==> config.mk <==
export PLATFORM = sky130hd
export DESIGN_NAME = button_debounce_short_long_press
export DESIGN_NICKNAME = d
export VERILOG_FILES = /design/src/hdl/btn_dbnc_pkg.sv /design/src/hdl/button_debounce_short_long_press.sv
export SDC_FILE = /design/constraint.sdc
export NUM_CORES = 1
export LEC_CHECK = 0
export ABC_AREA = 1
export BUFFER_PORTS_ARGS = -buffer_cell sky130_fd_sc_hd__buf_2
export CAP_MARGIN = 0
export CORE_ASPECT_RATIO = 1.4
export CORE_MARGIN = 4
export CORE_UTILIZATION = 32
export DETAILED_ROUTE_END_ITERATION = 8
export PLACE_DENSITY = 0.5
export SYNTH_ARGS = -nofsm -noshare
export SYNTH_HDL_FRONTEND = slang
export SYNTH_SLANG_ARGS = --single-unit
==> constraint.sdc <==
create_clock -name clk -period 3.2 [get_ports clk]
set_input_delay 0.16 -clock clk [delete_from_list [all_inputs] [get_ports clk]]
set_output_delay 0.16 -clock clk [all_outputs]
set_load 0.1 [all_outputs]
==> src/hdl/btn_dbnc_pkg.sv <==
// Shared constants for the button debounce / press classifier.
`timescale 1ns / 1ps

package btn_dbnc_pkg;

  // Width of the threshold configuration registers
  localparam int THRESH_W = 16;

  // Per-button phase codes
  localparam logic [1:0] PHASE_IDLE     = 2'd0;
  localparam logic [1:0] PHASE_DEBOUNCE = 2'd1;
  localparam logic [1:0] PHASE_PRESSED  = 2'd2;
  localparam logic [1:0] PHASE_HOLD     = 2'd3;

  // Register indexes (byte address = 4 * index)
  localparam logic [1:0] REG_DEBOUNCE   = 2'd0;
  localparam logic [1:0] REG_LONG_PRESS = 2'd1;
  localparam logic [1:0] REG_SHORT_MAX  = 2'd2;
  localparam logic [1:0] REG_EVENT_ENA  = 2'd3;

  // Register reset values
  localparam logic [THRESH_W-1:0] DEBOUNCE_RST   = 16'd20;
  localparam logic [THRESH_W-1:0] LONG_PRESS_RST = 16'd800;
  localparam logic [THRESH_W-1:0] SHORT_MAX_RST  = 16'd500;

  typedef logic [THRESH_W-1:0] thresh_t;

endpackage

==> src/hdl/button_debounce_short_long_press.sv <==
// Button debounce with short / long press classification, top level.
//
// Usage:
//   Each input transaction on the in_ channel is one tick and carries the raw
//   active-low levels of all buttons (bit i = button i, 0 = pressed). Every
//   accepted tick produces exactly one output transaction on the out_ channel:
//   per-button short and long press events (masked by the event enable
//   register) and the 32-bit running tick count after this tick.
//   The phase machines, the tick counter and the output register all update
//   at the accepting edge, and the result is seen the cycle after the accept.
//   Throughput is one tick per cycle while the receiver does not stall; the
//   update per button is an increment and a compare, all buttons in parallel.
//   While the output register holds a result the receiver stalls, in_stall is
//   raised and no new tick is taken, so nothing is lost or repeated.
//   Reset (rst_n low, synchronous) puts every button in idle, clears timers
//   and the tick count, empties the output register and loads the register
//   defaults: debounce 20, long press 800, short max 500, events disabled.
//   The user must write the APB-style port (4-byte registers) only while idle;
//   the block itself does not enforce this. pready is tied high.
`timescale 1ns / 1ps

module button_debounce_short_long_press #(
  parameter int NUM_BUTTONS = 2,
  parameter int TIMER_BITS  = 16
) (
  input  logic                   clk,
  input  logic                   rst_n,
  // tick input
  input  logic                   in_valid,
  output logic                   in_stall,
  input  logic [NUM_BUTTONS-1:0] in_key_levels,
  // event output
  output logic                   out_valid,
  input  logic                   out_stall,
  output logic [NUM_BUTTONS-1:0] out_short_press,
  output logic [NUM_BUTTONS-1:0] out_long_press,
  output logic [31:0]            out_elapsed_ticks,
  // configuration
  input  logic                   psel,
  input  logic                   penable,
  input  logic                   pwrite,
  input  logic [3:0]             paddr,
  input  logic [31:0]            pwdata,
  output logic [31:0]            prdata,
  output logic                   pready
);

  // Compare width covers both the timer and the 16-bit thresholds
  localparam int CMP_W = (TIMER_BITS > btn_dbnc_pkg::THRESH_W) ?
                         TIMER_BITS : btn_dbnc_pkg::THRESH_W;

  typedef logic [CMP_W-1:0]      cmp_t;
  typedef logic [TIMER_BITS-1:0] timer_t;

  // ---------------------------------------------------------------
  // Configuration registers
  // ---------------------------------------------------------------
  btn_dbnc_pkg::thresh_t  debounce_r;
  btn_dbnc_pkg::thresh_t  long_press_r;
  btn_dbnc_pkg::thresh_t  short_max_r;
  logic [NUM_BUTTONS-1:0] event_ena_r;

  logic       cfg_wr;
  logic [1:0] cfg_idx;

  assign pready  = 1'b1;
  assign cfg_idx = paddr[3:2];
  assign cfg_wr  = psel & penable & pwrite & pready;

  always_ff @(posedge clk) begin
    if (!rst_n) begin
      debounce_r   <= btn_dbnc_pkg::DEBOUNCE_RST;
      long_press_r <= btn_dbnc_pkg::LONG_PRESS_RST;
      short_max_r  <= btn_dbnc_pkg::SHORT_MAX_RST;
      event_ena_r  <= '0;
    end else if (cfg_wr) begin
      case (cfg_idx)
        btn_dbnc_pkg::REG_DEBOUNCE:   debounce_r   <= pwdata[btn_dbnc_pkg::THRESH_W-1:0];
        btn_dbnc_pkg::REG_LONG_PRESS: long_press_r <= pwdata[btn_dbnc_pkg::THRESH_W-1:0];
        btn_dbnc_pkg::REG_SHORT_MAX:  short_max_r  <= pwdata[btn_dbnc_pkg::THRESH_W-1:0];
        btn_dbnc_pkg::REG_EVENT_ENA:  event_ena_r  <= pwdata[NUM_BUTTONS-1:0];
        default: ;
      endcase
    end
  end

  always_comb begin
    case (cfg_idx)
      btn_dbnc_pkg::REG_DEBOUNCE:   prdata = 32'(debounce_r);
      btn_dbnc_pkg::REG_LONG_PRESS: prdata = 32'(long_press_r);
      btn_dbnc_pkg::REG_SHORT_MAX:  prdata = 32'(short_max_r);
      btn_dbnc_pkg::REG_EVENT_ENA:  prdata = 32'(event_ena_r);
      default:                      prdata = '0;
    endcase
  end

  // ---------------------------------------------------------------
  // Handshake: output register parts the two channels
  // ---------------------------------------------------------------
  logic in_acc;
  logic out_valid_r;

  assign in_stall = out_valid_r & out_stall;
  assign in_acc   = in_valid & ~in_stall;

  always_ff @(posedge clk) begin
    if (!rst_n) begin
      out_valid_r <= 1'b0;
    end else if (in_acc) begin
      out_valid_r <= 1'b1;
    end else if (!out_stall) begin
      out_valid_r <= 1'b0;
    end
  end

  // ---------------------------------------------------------------
  // Per-button phase machines
  // ---------------------------------------------------------------
  logic [1:0]             phase_r   [NUM_BUTTONS];
  logic [1:0]             phase_nxt [NUM_BUTTONS];
  timer_t                 timer_r   [NUM_BUTTONS];
  timer_t                 timer_nxt [NUM_BUTTONS];
  logic [NUM_BUTTONS-1:0] short_ev;
  logic [NUM_BUTTONS-1:0] long_ev;
  logic [31:0]            tick_r;
  logic [NUM_BUTTONS-1:0] short_r;
  logic [NUM_BUTTONS-1:0] long_r;

  always_comb begin
    timer_t tinc;
    logic   down;
    short_ev = '0;
    long_ev  = '0;
    for (int i = 0; i < NUM_BUTTONS; i++) begin
      down         = ~in_key_levels[i];
      // saturating increment
      tinc         = (timer_r[i] == '1) ? timer_r[i] : timer_r[i] + 1'b1;
      phase_nxt[i] = phase_r[i];
      timer_nxt[i] = timer_r[i];
      case (phase_r[i])
        btn_dbnc_pkg::PHASE_IDLE: begin
          if (down) begin
            phase_nxt[i] = btn_dbnc_pkg::PHASE_DEBOUNCE;
            timer_nxt[i] = '0;
          end
        end
        btn_dbnc_pkg::PHASE_DEBOUNCE: begin
          if (down) begin
            if (cmp_t'(tinc) >= cmp_t'(debounce_r)) begin
              phase_nxt[i] = btn_dbnc_pkg::PHASE_PRESSED;
              timer_nxt[i] = '0;
            end else begin
              timer_nxt[i] = tinc;
            end
          end else begin
            // timer keeps its value on a bounce back to idle
            phase_nxt[i] = btn_dbnc_pkg::PHASE_IDLE;
          end
        end
        btn_dbnc_pkg::PHASE_PRESSED: begin
          if (down) begin
            timer_nxt[i] = tinc;
            if (cmp_t'(tinc) >= cmp_t'(long_press_r)) begin
              long_ev[i]   = 1'b1;
              phase_nxt[i] = btn_dbnc_pkg::PHASE_HOLD;
            end
          end else begin
            short_ev[i]  = cmp_t'(timer_r[i]) < cmp_t'(short_max_r);
            phase_nxt[i] = btn_dbnc_pkg::PHASE_IDLE;
          end
        end
        default: begin
          if (!down) begin
            phase_nxt[i] = btn_dbnc_pkg::PHASE_IDLE;
          end
        end
      endcase
    end
  end

  always_ff @(posedge clk) begin
    if (!rst_n) begin
      for (int i = 0; i < NUM_BUTTONS; i++) begin
        phase_r[i] <= btn_dbnc_pkg::PHASE_IDLE;
        timer_r[i] <= '0;
      end
      tick_r <= '0;
    end else if (in_acc) begin
      for (int i = 0; i < NUM_BUTTONS; i++) begin
        phase_r[i] <= phase_nxt[i];
        timer_r[i] <= timer_nxt[i];
      end
      tick_r <= tick_r + 32'd1;
    end
  end

  // Result payload; the tick count only moves on an accept, so it doubles
  // as the elapsed count field of the held result.
  always_ff @(posedge clk) begin
    if (in_acc) begin
      short_r <= short_ev & event_ena_r;
      long_r  <= long_ev & event_ena_r;
    end
  end

  assign out_valid         = out_valid_r;
  assign out_short_press   = short_r;
  assign out_long_press    = long_r;
  assign out_elapsed_ticks = tick_r;

  // ---------------------------------------------------------------
  // Assertions
  // ---------------------------------------------------------------
  a_no_short_and_long: assert property (@(posedge clk) disable iff (!rst_n)
    out_valid |-> ((out_short_press & out_long_press) == '0))
    else $error("short and long event on the same button");

  a_stall_only_when_full: assert property (@(posedge clk) disable iff (!rst_n)
    in_stall |-> out_valid)
    else $error("input stalled with empty output register");

  a_tick_advance: assert property (@(posedge clk) disable iff (!rst_n)
    in_acc |=> (out_valid && out_elapsed_ticks == $past(out_elapsed_ticks) + 32'd1))
    else $error("tick count did not advance by one per accepted tick");

  a_long_enters_hold: assert property (@(posedge clk) disable iff (!rst_n)
    (in_acc && long_ev[0]) |=> (phase_r[0] == btn_dbnc_pkg::PHASE_HOLD))
    else $error("long event without entering hold");

endmodule
Yosys cells after proc, flatten, opt, wreduce, memory -nomap -nowiden
Memories as Yosys holds them, arrays and structs flattened. Cells that the tools add are included. W data, S select, Z words.

Register bits: 87. Bits in writable memories: 36. Input bits: 45. Word-level logic and storage cells: 94. Memories kept: 2.

Memories: timer_r (depth 2, bits a word 16, rd ports 2, clocked after Yosys merged registers in 0, wr ports 2, line button_debounce_short_long_press.sv:121) `timer_t timer_r [NUM_BUTTONS];`; phase_r (depth 2, bits a word 2, rd ports 2, clocked after Yosys merged registers in 0, wr ports 2, line button_debounce_short_long_press.sv:119) `logic [1:0] phase_r [NUM_BUTTONS];`.

Add/sub/neg operators: 3. Magnitude comparators: 6. Equality and inequality tests: 10. Multiplexer cells: 47. Bitwise gates (word level): 11. Reduce and logical (&&, ||, !) cells: 7.

Operator list (count): $mux W16 (12); $pmux W32 S4 (1); $pmux W16 S3 (2); $ge A16 B16 Y1 (4); $add A16 B1 Y16 const B (2); $add A32 B1 Y32 const B (1); $eq A16 B16 Y1 const B (2); $lt A16 B16 Y1 (2); $mux W2 (14); $mux W1 (16); $pmux W2 S3 (2); $eq A2 B2 Y1 const B (4); $reduce_and A2 Y1 (4); $eq A2 B1 Y1 const B (3); $logic_not A2 Y1 (3); $and A1 B1 Y1 (4); $and A2 B2 Y2 (2); $or A1 B1 Y1 (4); $ne A2 B1 Y1 const B (1); $not A1 Y1 (1).

Depth between registers and ports, before layout
Gate-level depths: netlist of the first run. An unclocked memory read counts as a cell.

Word-level depth: 8. Gate-level depth with buffers: 22.

Least setup slack after synthesis of the first run
Ideal clock, no wire load.

Path kind: reg2reg. Start: register out_valid_r, in the netlist out_valid. End: memory timer_r[0][16] (netlist bit) (enable). Arrival time: 3.116 ns. Data required time: 2.770 ns. Path slack: -0.347 ns. Stages on the path, launching flop included: 7. Period minus slack after synthesis: 3.547 ns. Cell sequence: dfxtp_1 nand2_1 nand2_2 nor2_4 nand2_1 nor2_1 nor4_1.

RTL lines: start: declaration (line button_debounce_short_long_press.sv:101) `logic out_valid_r;`; start signal: assignment (line button_debounce_short_long_press.sv:108) `out_valid_r <= 1'b0;`; start signal: assignment (line button_debounce_short_long_press.sv:110) `out_valid_r <= 1'b1;`; start signal: assignment (line button_debounce_short_long_press.sv:112) `out_valid_r <= 1'b0;`; end: declaration (line button_debounce_short_long_press.sv:121).

==> impl_metrics.py, run 1 <==
metrics = {
    "synthesis": {
        "synthDominantAreaCellType": "sky130_fd_sc_hd__dfxtp_1",
        "flop_and_latch_count_out_of_synthesis": 123,
        "yosysTopAreaCellShare_pct": 18.8,
        "netlist-cell-type-count": 41,
        "synthCells": 1234,
        "syn_std_cell_area_sq_um": 8830,
        "post_synth_main_area_contributors": "sky130_fd_sc_hd__dfxtp_1, sky130_fd_sc_hd__ha_1, sky130_fd_sc_hd__edfxtp_1",
        "synth-seq-area-share_pct": 32.4,
        "postSynthAreaPerCell_sq_um": 7.15,
        "synth_warnings": 0,
    },
    "power_and_ir_drop": {
        "powerDensity_nw_per_um2": 469,
        "report.power.total_mw": 4.99,
        "leakagePower_nw": 4.92,
        "power.switching_fraction_pct": 33.1,
        "power.share.clock_pct": 40.0,
        "combinationalPowerShare_pct": 24.2,
        "p_sw_mw": 1.65,
        "internal-power_mw": 3.34,
        "sequentialPowerShare_pct": 35.8,
        "worst_supply_voltage_drop_on_vdd_mv": 0.357,
    },
    "setup_path": {
        "rrSetupSlack_ns": 0.16,
        "critical_path.max_stage_delay_ns": 0.35,
        "critPathKind": "flop to flop",
        "crit_arrival_ns": 3.20,
        "path_delay_family": "simple AND/OR/NAND/NOR gates",
        "cp_data_required_time_ns": 3.37,
        "crit_path_slowest_cell": "sky130_fd_sc_hd__edfxtp_1",
        "most_frequent_cell_on_the_critical_path": "sky130_fd_sc_hd__nand2_1",
        "rr_endpoint": "timer_r[0][11]",
        "setup.worst_path.start_class": "flop",
        "type_of_destination_of_the_critical_path": "flop",
        "cp_cell_sequence": "ha_2 > nand3_2 > nor3_4 > buf_4 > nand2_1 > inv_1 > nand2_1 > a21oi_2 > inv_2 > ha_1 > nand2_1 > inv_1 > o21ai_0 > a21oi_1 > nor2_1 > nand2_1 > nand2_1 > nand2_4 > clkbuf_16 > nor2_1",
        "worstRegToRegCells": 20,
        "worstPathBufferInverterCount": 5,
        "timing.rr.start": "timer_r[0][1]",
        "critPathMaxFanout": 8,
    },
    "sta": {
        "finalWorstPathRequiredPeriod_ns": 3.04,
        "maxSlewHeadroom_pct": 23.5,
        "slew_violations": 0,
        "hold-worst-slack_ns": 0.0314,
        "finalHoldViolCount": 0,
        "period_share_pct": 95.0,
        "final.setup_skew_ns": 0.0103,
        "timing.fmax_mhz": 329,
        "postLayoutSetupSlackWorst_ns": 0.161,
        "final_count_of_negative_setup_slack_endpoints": 0,
        "timing_worst_slew_pin_value_ns": 1.14,
    },
    "clock_tree": {
        "cts_tree": "yes",
        "cts-buffers-inserted": 17,
        "clock-root-buffer": "sky130_fd_sc_hd__clkbuf_16",
        "clk_transition_reported_paths_ns": 0.06,
        "cts_sinks": 123,
        "clk-insertion-delay-late_ns": 0.42,
        "h-tree-depth": 4,
        "max-clock-path-buffers": 2,
    },
    "placed_design": {
        "place_area_sq_um": 9740,
        "place_hpwl_mm": 21.0,
        "numPortBuffers": 80,
        "post-place-ws_ns": 0.130,
        "gp_routability_congestion": 0.882,
    },
    "job": {
        "timing.max_cap.violations": 0,
    },
    "floorplanning": {
        "boundaryPins": 116,
        "initial_utilization_pct": 32.7,
        "floorplan.die_area_sq_um": 30300,
        "core_sq_um": 27000,
        "die_x_um": 148,
        "die_h_um": 205,
        "rows": 71,
    },
    "worst_hold_path": {
        "hold_start": "pwdata[5]",
        "holdCritPathClass": "primary input to flop",
        "hold_path_depth": 3,
        "hold-path-endpoint": "short_max_r[5]",
    },
    "final_layout": {
        "fillers": 2911,
        "fin_nets": 1501,
        "share_of_final_layout_standard_cells_stronger_than_drive_strength_1_pct": 16.0,
        "final_core_density_pct": 39.4,
        "flow.area_growth_from_synthesis_pct": 20.5,
        "highest_count_cells_in_the_layout_ignoring_fill_and_taps": "sky130_fd_sc_hd__nand2_1, sky130_fd_sc_hd__inv_1, sky130_fd_sc_hd__nor2_1, sky130_fd_sc_hd__ha_1, sky130_fd_sc_hd__a21oi_1",
        "post-route-cell-area_sq_um": 10600,
        "mostFrequentLayoutCell": "sky130_fd_sc_hd__nand2_1",
    },
    "route": {
        "detailroute.via_count": 8176,
        "detail_route.wl_per_cell_um": 15.4,
        "detail_route.wirelength_mm": 26.7,
        "viasPerCell": 4.73,
        "detailedRoute.firstIterationViolations": 388,
        "route.detailed.drc": 0,
        "drt-pass1-iter-count": 5,
        "drtAntennaViolNets": 0,
    },
    "global_route": {
        "initial_antenna_violation_count": 4,
        "grt_pass1_vias": 7818,
        "grt_start_max_net_pins": 59,
        "grt_util_all_layers_pct": 17.6,
        "global_route.overflow_total": 0,
        "wire_length_of_the_first_global_routing_pass_mm": 41.7,
    },
    "run_status": {
        "outcome": "complete, no violations",
    },
}
[cells in the mapped netlist, drive strengths merged]
| library cell | n |
|---|---|
| a31o | 1 |
| nand4 | 16 |
| edfxtp | 40 |
| nand3 | 45 |
| nand3b | 3 |
| conb | 2 |
| o211ai | 11 |
| o21ai | 70 |
| xor2 | 13 |
| nor4 | 7 |
| o2111ai | 1 |
| nor2 | 165 |
| clkbuf | 12 |
| nand2 | 268 |
| inv | 196 |
| o221ai | 14 |
| ha | 105 |
| or2 | 4 |
| o21a | 5 |
| o21bai | 4 |
| and3 | 1 |
| a211oi | 4 |
| a22o | 1 |
| xnor2 | 3 |
| buf | 27 |
| nor3b | 1 |
| nor3 | 33 |
| a21oi | 99 |
| dfxtp | 83 |
[worst reg2reg max path, stage by stage, from the launching register on]
cell                        delay (ns)
sky130_fd_sc_hd__edfxtp_1         0.35
sky130_fd_sc_hd__ha_2             0.22
sky130_fd_sc_hd__nand3_2          0.11
sky130_fd_sc_hd__nor3_4           0.31
sky130_fd_sc_hd__buf_4            0.18
sky130_fd_sc_hd__nand2_1          0.06
sky130_fd_sc_hd__inv_1            0.10
sky130_fd_sc_hd__nand2_1          0.07
sky130_fd_sc_hd__a21oi_2          0.16
sky130_fd_sc_hd__inv_2            0.06
sky130_fd_sc_hd__ha_1             0.27
sky130_fd_sc_hd__nand2_1          0.05
sky130_fd_sc_hd__inv_1            0.06
sky130_fd_sc_hd__o21ai_0          0.08
sky130_fd_sc_hd__a21oi_1          0.17
sky130_fd_sc_hd__nor2_1           0.08
sky130_fd_sc_hd__nand2_1          0.07
sky130_fd_sc_hd__nand2_1          0.08
sky130_fd_sc_hd__nand2_4          0.11
sky130_fd_sc_hd__clkbuf_16        0.16
sky130_fd_sc_hd__nor2_1           0.04
[logic make-up (layout without fill, tap and decap cells)]
group | count (synthesis) | count (layout) | share of synthesized area (%)
AND/OR/NAND/NOR | 543 | 544 | 26.7
buffers and inverters | 235 | 348 | 10.9
AO/OA/AOI/OAI | 210 | 210 | 13.4
flip-flops | 123 | 123 | 32.4
adder cells (fa/ha/maj) | 105 | 105 | 14.9
XOR/XNOR | 16 | 16 | 1.59
other | 2 | 18 | 0.0851
[per-layer routing]
| layer | wire length, um | GRT usage, % | up-vias |
|---|---|---|---|
| li1 | - | - | 4256 |
| met5 | 40 | 0 | - |
| met4 | 571 | 5.61 | 6 |
| met3 | 1370 | 3.94 | 30 |
| met2 | 13900 | 33.1 | 177 |
| met1 | 10700 | 19.6 | 3707 |
[how the worst max path moves through the flow]
stage                        start             end  slack, ns  cells past startpoint
detailed placement  timer_r[0][16]  timer_r[0][20]       0.13                     21
finish               timer_r[0][1]  timer_r[0][11]       0.16                     20
CTS                  timer_r[0][3]   phase_r[0][1]       0.10                     14
global placement     timer_r[0][0]   timer_r[0][9]       0.15                     21
global route         timer_r[0][1]  timer_r[0][11]      -0.06                     21
floorplan                out_valid   timer_r[0][0]       0.05                      6
[registers in the layout, indices dropped and copies added (netlist names)]
signal	count
short_max_r	16
timer_r	32
out_elapsed_ticks	32
out_long_press	2
out_valid	1
event_ena_r	2
out_short_press	2
debounce_r	16
phase_r	4
long_press_r	16
[stage by stage]
| step | setup TNS, ns | cells |
|---|---|---|
| after floorplan | 0 | 1249 |
| after global placement | 0 | 1679 |
| after detailed placement | 0 | 1679 |
| after CTS | 0 | 1713 |
| after global routing | -0.847 | 1729 |
| final | 0 | 1729 |
[power groups by stage]
stage	Sequential, mW	Clock [mW]	Combinational [mW]
floorplan	1.85	0	0.837
global placement	1.82	0	1.15
global route	1.80	2.09	1.37
CTS	1.79	2.04	1.18
detailed placement	1.82	0	1.17
finish	1.79	2.00	1.21
[repair_timing]
item                                   4_1_cts  5_1_grt
setup buffers                                0       13
setup endpoints to repair                    0       37
hold buffers                                 3        0
endpoints found under the hold margin        3        0
gates resized for setup                      0       33
[layout make-up]
cell class | instances | area, sq um | share of cell area (%)
Inverter | 196 | 736 | 6.91
Multi-Input combinational cell | 892 | 5200 | 48.9
Sequential cell | 123 | 2860 | 26.9
Clock inverter | 8 | 77.6 | 0.729
Tap cell | 365 | 457 | 4.29
Antenna cell | 1 | 2.50 | 0.0235
Timing Repair Buffer | 121 | 774 | 7.28
Clock buffer | 23 | 531 | 4.99
Note: power is estimated with default switching activity, not from simulation.
==> inputs of run 2 (changes only) <==
--- a/config.mk
+++ b/config.mk
@@ -5,7 +5,6 @@
 export SDC_FILE = /design/constraint.sdc
 export NUM_CORES = 1
 export LEC_CHECK = 0
-export ABC_AREA = 1
 export BUFFER_PORTS_ARGS = -buffer_cell sky130_fd_sc_hd__buf_2
 export CAP_MARGIN = 0
 export CORE_ASPECT_RATIO = 1.4
@@ -13,6 +12,7 @@
 export CORE_UTILIZATION = 32
 export DETAILED_ROUTE_END_ITERATION = 8
 export PLACE_DENSITY = 0.5
+export SLEW_MARGIN = 0
 export SYNTH_ARGS = -nofsm -noshare
 export SYNTH_HDL_FRONTEND = slang
 export SYNTH_SLANG_ARGS = --single-unit
==> impl_metrics.py, run 2 <==
metrics = {
    "run_status": {
        "outcome": "complete, but fails checks",
        "violations_in_the_final_reports": "negative setup slack",
    },
    "worst_hold_path": {
        "hold-path-endpoint": "long_press_r[5]",
        "holdCritPathClass": "primary input to flop",
        "hold_start": "pwdata[5]",
        "hold_path_depth": 3,
    },
    "sta": {
        "period_share_pct": 104,
        "final.setup_skew_ns": 0.00654,
        "timing.fmax_mhz": 300,
        "rsz0062_at_grt": "yes",
        "maxSlewHeadroom_pct": 41.7,
        "hold-worst-slack_ns": 0.0183,
        "slew_violations": 0,
        "finalHoldViolCount": 0,
        "final_count_of_negative_setup_slack_endpoints": 16,
        "timing_worst_slew_pin_value_ns": 0.875,
        "postLayoutSetupSlackWorst_ns": -0.132,
        "finalSetupTns_ns": -1.76,
        "finalWorstPathRequiredPeriod_ns": 3.33,
    },
    "synthesis": {
        "post_synth_arst_share_pct": 0,
        "synth_top_family_by_area": "simple AND/OR/NAND/NOR gates",
        "post_synth_main_area_contributors": "sky130_fd_sc_hd__dfxtp_1, sky130_fd_sc_hd__ha_1, sky130_fd_sc_hd__edfxtp_1",
        "yosysTopAreaCellShare_pct": 19.6,
        "yosys.cell_count.top_type": "sky130_fd_sc_hd__nand2_1",
        "post_synth_edffs": 40,
        "yosys_most_used_dff": "sky130_fd_sc_hd__dfxtp_1",
        "synth-seq-area-share_pct": 33.8,
        "synthTopCellsByCount": "sky130_fd_sc_hd__nand2_1, sky130_fd_sc_hd__ha_1, sky130_fd_sc_hd__dfxtp_1",
        "synthDominantAreaCellType": "sky130_fd_sc_hd__dfxtp_1",
        "synth_xor_xnor_area_share_pct": 4.76,
        "netlist-cell-type-count": 62,
        "post_synth_and_or_nand_nor_area_fraction_pct": 21.9,
        "postSynthAreaPerCell_sq_um": 8.84,
        "synthCells": 958,
        "fraction_of_synthesized_area_in_multiplexers_pct": 3.43,
        "flop_and_latch_count_out_of_synthesis": 123,
        "post_synth_fa_ha_maj_area_fraction_pct": 15.5,
        "syn_std_cell_area_sq_um": 8470,
        "compound_cell_area_share_of_the_yosys_netlist_pct": 14.3,
        "synth_warnings": 0,
    },
    "route": {
        "detail_route.wirelength_mm": 26.1,
        "drt-pass1-iter-count": 5,
        "met1Wirelength_mm": 10.9,
        "route.detailed.drc": 0,
        "routed-wl-met3_um": 699,
        "routed.top_layer": "met4",
        "viasPerCell": 4.93,
        "detailedRoute.firstIterationViolations": 267,
        "detail_route.wl_per_cell_um": 17.3,
        "routed-wl-met2_mm": 13.9,
        "detailroute.via_count": 7466,
        "drtAntennaViolNets": 0,
    },
    "clock_tree": {
        "cts_tree": "yes",
        "clock-root-buffer": "sky130_fd_sc_hd__clkbuf_16",
        "h-tree-depth": 4,
        "max-clock-path-buffers": 2,
        "cts_sinks": 123,
        "clk_transition_reported_paths_ns": 0.05,
        "clk-insertion-delay-late_ns": 0.42,
        "cts-buffers-inserted": 17,
    },
    "placed_design": {
        "placedCellCount": 1433,
        "place_area_sq_um": 9880,
        "gp_routability_congestion": 0.918,
        "numPortBuffers": 80,
        "place_hpwl_mm": 20.1,
        "post-place-ws_ns": -0.379,
    },
    "final_layout": {
        "flow.area_growth_from_synthesis_pct": 34.3,
        "post-route-cell-area_sq_um": 11400,
        "antenna_cells": 0,
        "final_cells": 1513,
        "fin_nets": 1326,
        "mostFrequentLayoutCell": "sky130_fd_sc_hd__nand2_1",
        "share_of_final_layout_standard_cells_stronger_than_drive_strength_1_pct": 28.5,
        "final_core_density_pct": 43.6,
        "highest_count_cells_in_the_layout_ignoring_fill_and_taps": "sky130_fd_sc_hd__nand2_1, sky130_fd_sc_hd__buf_4, sky130_fd_sc_hd__ha_1, sky130_fd_sc_hd__dfxtp_1, sky130_fd_sc_hd__buf_2",
    },
    "setup_path": {
        "rrSetupSlack_ns": -0.13,
        "critPathKind": "flop to flop",
        "crit_arrival_ns": 3.51,
        "setup.worst_path.start_class": "flop",
        "cp_data_required_time_ns": 3.37,
        "worstRegToRegCells": 15,
        "rr_endpoint": "timer_r[0][17]",
        "timing.rr.start": "timer_r[0][17]",
        "type_of_destination_of_the_critical_path": "flop",
        "critPathMaxFanout": 8,
    },
    "global_route": {
        "grt_start_max_net_pins": 67,
        "grt_pass1_vias": 7500,
        "initial_antenna_violation_count": 0,
        "grt_util_all_layers_pct": 17.3,
        "global_route.overflow_total": 0,
        "wire_length_of_the_first_global_routing_pass_mm": 40.4,
    },
    "power_and_ir_drop": {
        "report.power.total_mw": 4.44,
        "powerDensity_nw_per_um2": 390,
        "worst_supply_voltage_drop_on_vdd_mv": 0.340,
        "leakagePower_nw": 4.95,
    },
    "floorplanning": {
        "boundaryPins": 116,
        "initial_utilization_pct": 32.5,
        "core_sq_um": 26100,
        "floorplan.die_area_sq_um": 29200,
        "die_x_um": 146,
        "die_h_um": 201,
        "rows": 70,
    },
    "job": {
        "timing.max_cap.violations": 0,
    },
}
-- run 2: cell count changes after synthesis, moves of 14 or more --
cell and change:
sky130_fd_sc_hd__inv_1 -123, sky130_fd_sc_hd__and2_1 +46, sky130_fd_sc_hd__a21oi_1 -67, sky130_fd_sc_hd__nor2_1 -114, sky130_fd_sc_hd__nand3_1 -17, sky130_fd_sc_hd__mux2i_1 +20, sky130_fd_sc_hd__nand2_1 -123, sky130_fd_sc_hd__nor3_1 -16
sky130_fd_sc_hd__xnor2_1 +31, sky130_fd_sc_hd__o221ai_1 -14, sky130_fd_sc_hd__o21ai_0 -30, sky130_fd_sc_hd__a21o_1 +18, sky130_fd_sc_hd__a21boi_0 +41
-- run 2: what timing repair did --
action | CTS | global route
resized for setup | 38 | 67
hold buffers | 11 | 0
hold endpoints to repair | 22 | 0
endpoints found under the setup margin | 38 | 38
pin swaps | 14 | 46
setup buffers | 23 | 16
cloned | 0 | 2
-- run 2: kinds of logic (layout without fill, tap and decap cells) --
kind of cell | count (synthesis) | in the layout
AO/OA/AOI/OAI | 178 | 179
XOR/XNOR | 46 | 46
adder cells (fa/ha/maj) | 105 | 105
buffers and inverters | 119 | 334
flip-flops | 123 | 123
multiplexers | 26 | 26
other | 2 | 17
AND/OR/NAND/NOR | 359 | 359
-- run 2: power by group --
part           leakage, nW  switching, mW  internal, mW  total (mW)
combinational         3.61          0.601         0.375       0.976
sequential            1.09         0.0332          1.66        1.70
clock                0.249          0.715          1.05        1.77
total                 4.95           1.35          3.09        4.44
-- run 2: layout make-up --
type                       count  area, sq um
fill                        2567        14700
multi-input combinational    732         5680
sequential                   123         2860
timing repair buffer         234         1640
clock buffer                  19          433
tap                          324          405
inverter                      68          255
clock inverter                13          103
-- run 2: critical path, stage by stage, from the launching register on --
cell	delay, ns
sky130_fd_sc_hd__edfxtp_1	0.40
sky130_fd_sc_hd__ha_4	0.16
sky130_fd_sc_hd__nand3_4	0.07
sky130_fd_sc_hd__nor2_4	0.16
sky130_fd_sc_hd__buf_6	0.13
sky130_fd_sc_hd__and3_4	0.20
sky130_fd_sc_hd__mux2i_4	0.24
sky130_fd_sc_hd__inv_2	0.08
sky130_fd_sc_hd__ha_4	0.26
sky130_fd_sc_hd__and4_4	0.25
sky130_fd_sc_hd__o311ai_4	0.11
sky130_fd_sc_hd__o41ai_4	0.30
sky130_fd_sc_hd__a211oi_4	0.09
sky130_fd_sc_hd__o2111ai_4	0.27
sky130_fd_sc_hd__buf_12	0.16
sky130_fd_sc_hd__and2b_1	0.18
-- run 2: how the worst max path moves through the flow --
| stage | end | slack [ns] | startpoint |
|---|---|---|---|
| 4_1_cts | timer_r[0][17] | -0.18 | timer_r[0][17] |
| 2_1_floorplan | timer_r[0][29] | 0.01 | timer_r[0][16] |
| 3_3_place_gp | phase_r[0][2] | -0.35 | timer_r[0][26] |
| 5_1_grt | timer_r[0][29] | -0.24 | timer_r[0][24] |
| 3_5_place_dp | phase_r[0][3] | -0.38 | timer_r[0][17] |
| 6_report | timer_r[0][17] | -0.13 | timer_r[0][17] |
-- run 2: per-layer routing --
metal,track usage [%],vias up
li1,-,3768
met3,2.46,31
met1,19.8,3547
met4,5.91,0
met5,0,-
met2,32.6,120
==> inputs of run 3 (changes only) <==
--- a/config.mk
+++ b/config.mk
@@ -6,12 +6,13 @@
 export NUM_CORES = 1
 export LEC_CHECK = 0
 export BUFFER_PORTS_ARGS = -buffer_cell sky130_fd_sc_hd__buf_2
-export CAP_MARGIN = 0
+export CAP_MARGIN = 10
 export CORE_ASPECT_RATIO = 1.4
 export CORE_MARGIN = 4
 export CORE_UTILIZATION = 32
 export DETAILED_ROUTE_END_ITERATION = 8
 export PLACE_DENSITY = 0.5
+export RECOVER_POWER = 50
 export SLEW_MARGIN = 0
 export SYNTH_ARGS = -nofsm -noshare
 export SYNTH_HDL_FRONTEND = slang
==> impl_metrics.py, run 3 (synthesis results as in run 2) <==
metrics = {
    "sta": {
        "timing.fmax_mhz": 300,
        "timing_worst_slew_pin_value_ns": 1.73,
        "hold-worst-slack_ns": 0.0202,
        "final_count_of_negative_setup_slack_endpoints": 16,
        "period_share_pct": 104,
        "finalWorstPathRequiredPeriod_ns": 3.33,
        "slew_violations": 24,
        "finalHoldViolCount": 0,
        "postLayoutSetupSlackWorst_ns": -0.132,
        "maxSlewHeadroom_pct": -15.3,
        "rsz0062_at_grt": "yes",
        "finalSetupTns_ns": -1.79,
        "final.setup_skew_ns": 0.00855,
    },
    "floorplanning": {
        "initial_utilization_pct": 32.5,
        "die_x_um": 146,
        "floorplan.die_area_sq_um": 29200,
        "die_h_um": 201,
        "boundaryPins": 116,
        "core_sq_um": 26100,
        "rows": 70,
    },
    "power_and_ir_drop": {
        "leakagePower_nw": 4.79,
        "worst_supply_voltage_drop_on_vdd_mv": 0.340,
        "combinationalPowerShare_pct": 21.9,
        "internal-power_mw": 3.09,
        "power.share.clock_pct": 39.9,
        "report.power.total_mw": 4.44,
        "power.switching_fraction_pct": 30.4,
        "powerDensity_nw_per_um2": 392,
        "sequentialPowerShare_pct": 38.2,
        "p_sw_mw": 1.35,
    },
    "setup_path": {
        "critPathMaxFanout": 8,
        "worstRegToRegCells": 15,
        "type_of_destination_of_the_critical_path": "flop",
        "crit_arrival_ns": 3.51,
        "cp_data_required_time_ns": 3.38,
        "setup.worst_path.start_class": "flop",
        "critPathKind": "flop to flop",
    },
    "clock_tree": {
        "clk-insertion-delay-late_ns": 0.43,
        "cts_sinks": 123,
        "cts-buffers-inserted": 17,
        "clk_transition_reported_paths_ns": 0.06,
        "cts_tree": "yes",
        "max-clock-path-buffers": 2,
        "h-tree-depth": 4,
        "clock-root-buffer": "sky130_fd_sc_hd__clkbuf_16",
    },
    "job": {
        "timing.max_cap.violations": 1,
    },
    "route": {
        "viasPerCell": 4.94,
        "drtAntennaViolNets": 0,
        "detail_route.wl_per_cell_um": 17.3,
        "detailedRoute.firstIterationViolations": 277,
        "detail_route.wirelength_mm": 26.1,
        "detailroute.via_count": 7468,
        "drt-pass1-iter-count": 4,
        "route.detailed.drc": 0,
    },
    "run_status": {
        "violations_in_the_final_reports": "max-capacitance violations, max-slew violations, negative setup slack",
        "outcome": "complete, but fails checks",
    },
    "placed_design": {
        "place_hpwl_mm": 20.1,
        "numPortBuffers": 80,
        "place_area_sq_um": 9880,
        "gp_routability_congestion": 0.918,
    },
    "global_route": {
        "global_route.overflow_total": 0,
        "grt_util_all_layers_pct": 17.3,
        "wire_length_of_the_first_global_routing_pass_mm": 40.4,
        "initial_antenna_violation_count": 0,
        "grt_start_max_net_pins": 67,
        "grt_pass1_vias": 7500,
    },
    "final_layout": {
        "highest_count_cells_in_the_layout_ignoring_fill_and_taps": "sky130_fd_sc_hd__nand2_1, sky130_fd_sc_hd__buf_4, sky130_fd_sc_hd__ha_1, sky130_fd_sc_hd__dfxtp_1, sky130_fd_sc_hd__inv_1",
        "post-route-cell-area_sq_um": 11300,
        "antenna_cells": 0,
        "share_of_final_layout_standard_cells_stronger_than_drive_strength_1_pct": 25.1,
        "fin_nets": 1326,
        "fillers": 2584,
        "flow.area_growth_from_synthesis_pct": 33.6,
        "mostFrequentLayoutCell": "sky130_fd_sc_hd__nand2_1",
        "final_core_density_pct": 43.4,
    },
    "worst_hold_path": {
        "holdCritPathClass": "primary input to flop",
        "hold_path_depth": 3,
    },
}
run 3: power by group through the flow:
| stage | Sequential (mW) | Clock (mW) | Combinational (mW) |
|---|---|---|---|
| floorplan | 1.78 | 0 | 0.514 |
| global placement | 1.72 | 0 | 0.837 |
| detailed placement | 1.73 | 0 | 0.839 |
| finish | 1.70 | 1.77 | 0.975 |
| CTS | 1.69 | 1.81 | 0.905 |
| global route | 1.70 | 1.88 | 1.05 |
run 3: routing by layer:
metal / global-route usage, % / wire length [um] / vias up
li1: - / - / 3767
met1: 19.8 / 10900 / 3545
met2: 32.6 / 14000 / 124
met3: 2.46 / 656 / 32
met4: 5.91 / 618 / 0
met5: 0 / 0 / -
run 3: per-stage QoR:
step           worst slack (ns)  cells
6_report                 -0.132   1513
5_1_grt                  -0.237   1513
4_1_cts                  -0.178   1499
3_5_place_dp             -0.379   1433
3_3_place_gp             -0.351   1433
2_1_floorplan            0.0138    973
run 3: what timing repair did:
item | CTS | global route
pin swaps | 14 | 46
setup buffers | 23 | 16
endpoints found under the hold margin | 22 | 0
setup endpoints to repair | 38 | 38
hold buffers | 11 | 0
gates cloned | 0 | 2
resized for setup | 38 | 67
run 3: worst max-delay path, stage by stage, from the launching register on:
cell and delay, ns:
sky130_fd_sc_hd__edfxtp_1 0.40, sky130_fd_sc_hd__ha_4 0.16, sky130_fd_sc_hd__nand3_4 0.07, sky130_fd_sc_hd__nor2_4 0.16, sky130_fd_sc_hd__buf_6 0.13, sky130_fd_sc_hd__and3_4 0.20, sky130_fd_sc_hd__mux2i_4 0.24, sky130_fd_sc_hd__inv_2 0.08
sky130_fd_sc_hd__ha_4 0.26, sky130_fd_sc_hd__and4_4 0.25, sky130_fd_sc_hd__o311ai_4 0.11, sky130_fd_sc_hd__o41ai_4 0.30, sky130_fd_sc_hd__a211oi_4 0.09, sky130_fd_sc_hd__o2111ai_4 0.27, sky130_fd_sc_hd__buf_12 0.16, sky130_fd_sc_hd__and2b_1 0.18
run 3: final cells by class:
cell class                 count  area (sq um)  area share (%)
sequential                   123          2860            25.3
inverter                      68           255            2.25
tap                          324           405            3.58
multi-input combinational    732          5670            50.1
clock inverter                13           103           0.906
clock buffer                  19           433            3.82
timing repair buffer         234          1590            14.0
run 3: path summary, 6_finish.rpt:
| path | start | to | slack (ns) |
|---|---|---|---|
| worst max register to register | timer_r[0][17] | timer_r[0][17] | -0.13 |
| worst min-delay path | pwdata[14] | debounce_r[14] | 0.02 |
| worst max-delay path | timer_r[0][17] | timer_r[0][17] | -0.13 |
| worst min register to register | debounce_r[1] | debounce_r[1] | 0.48 |
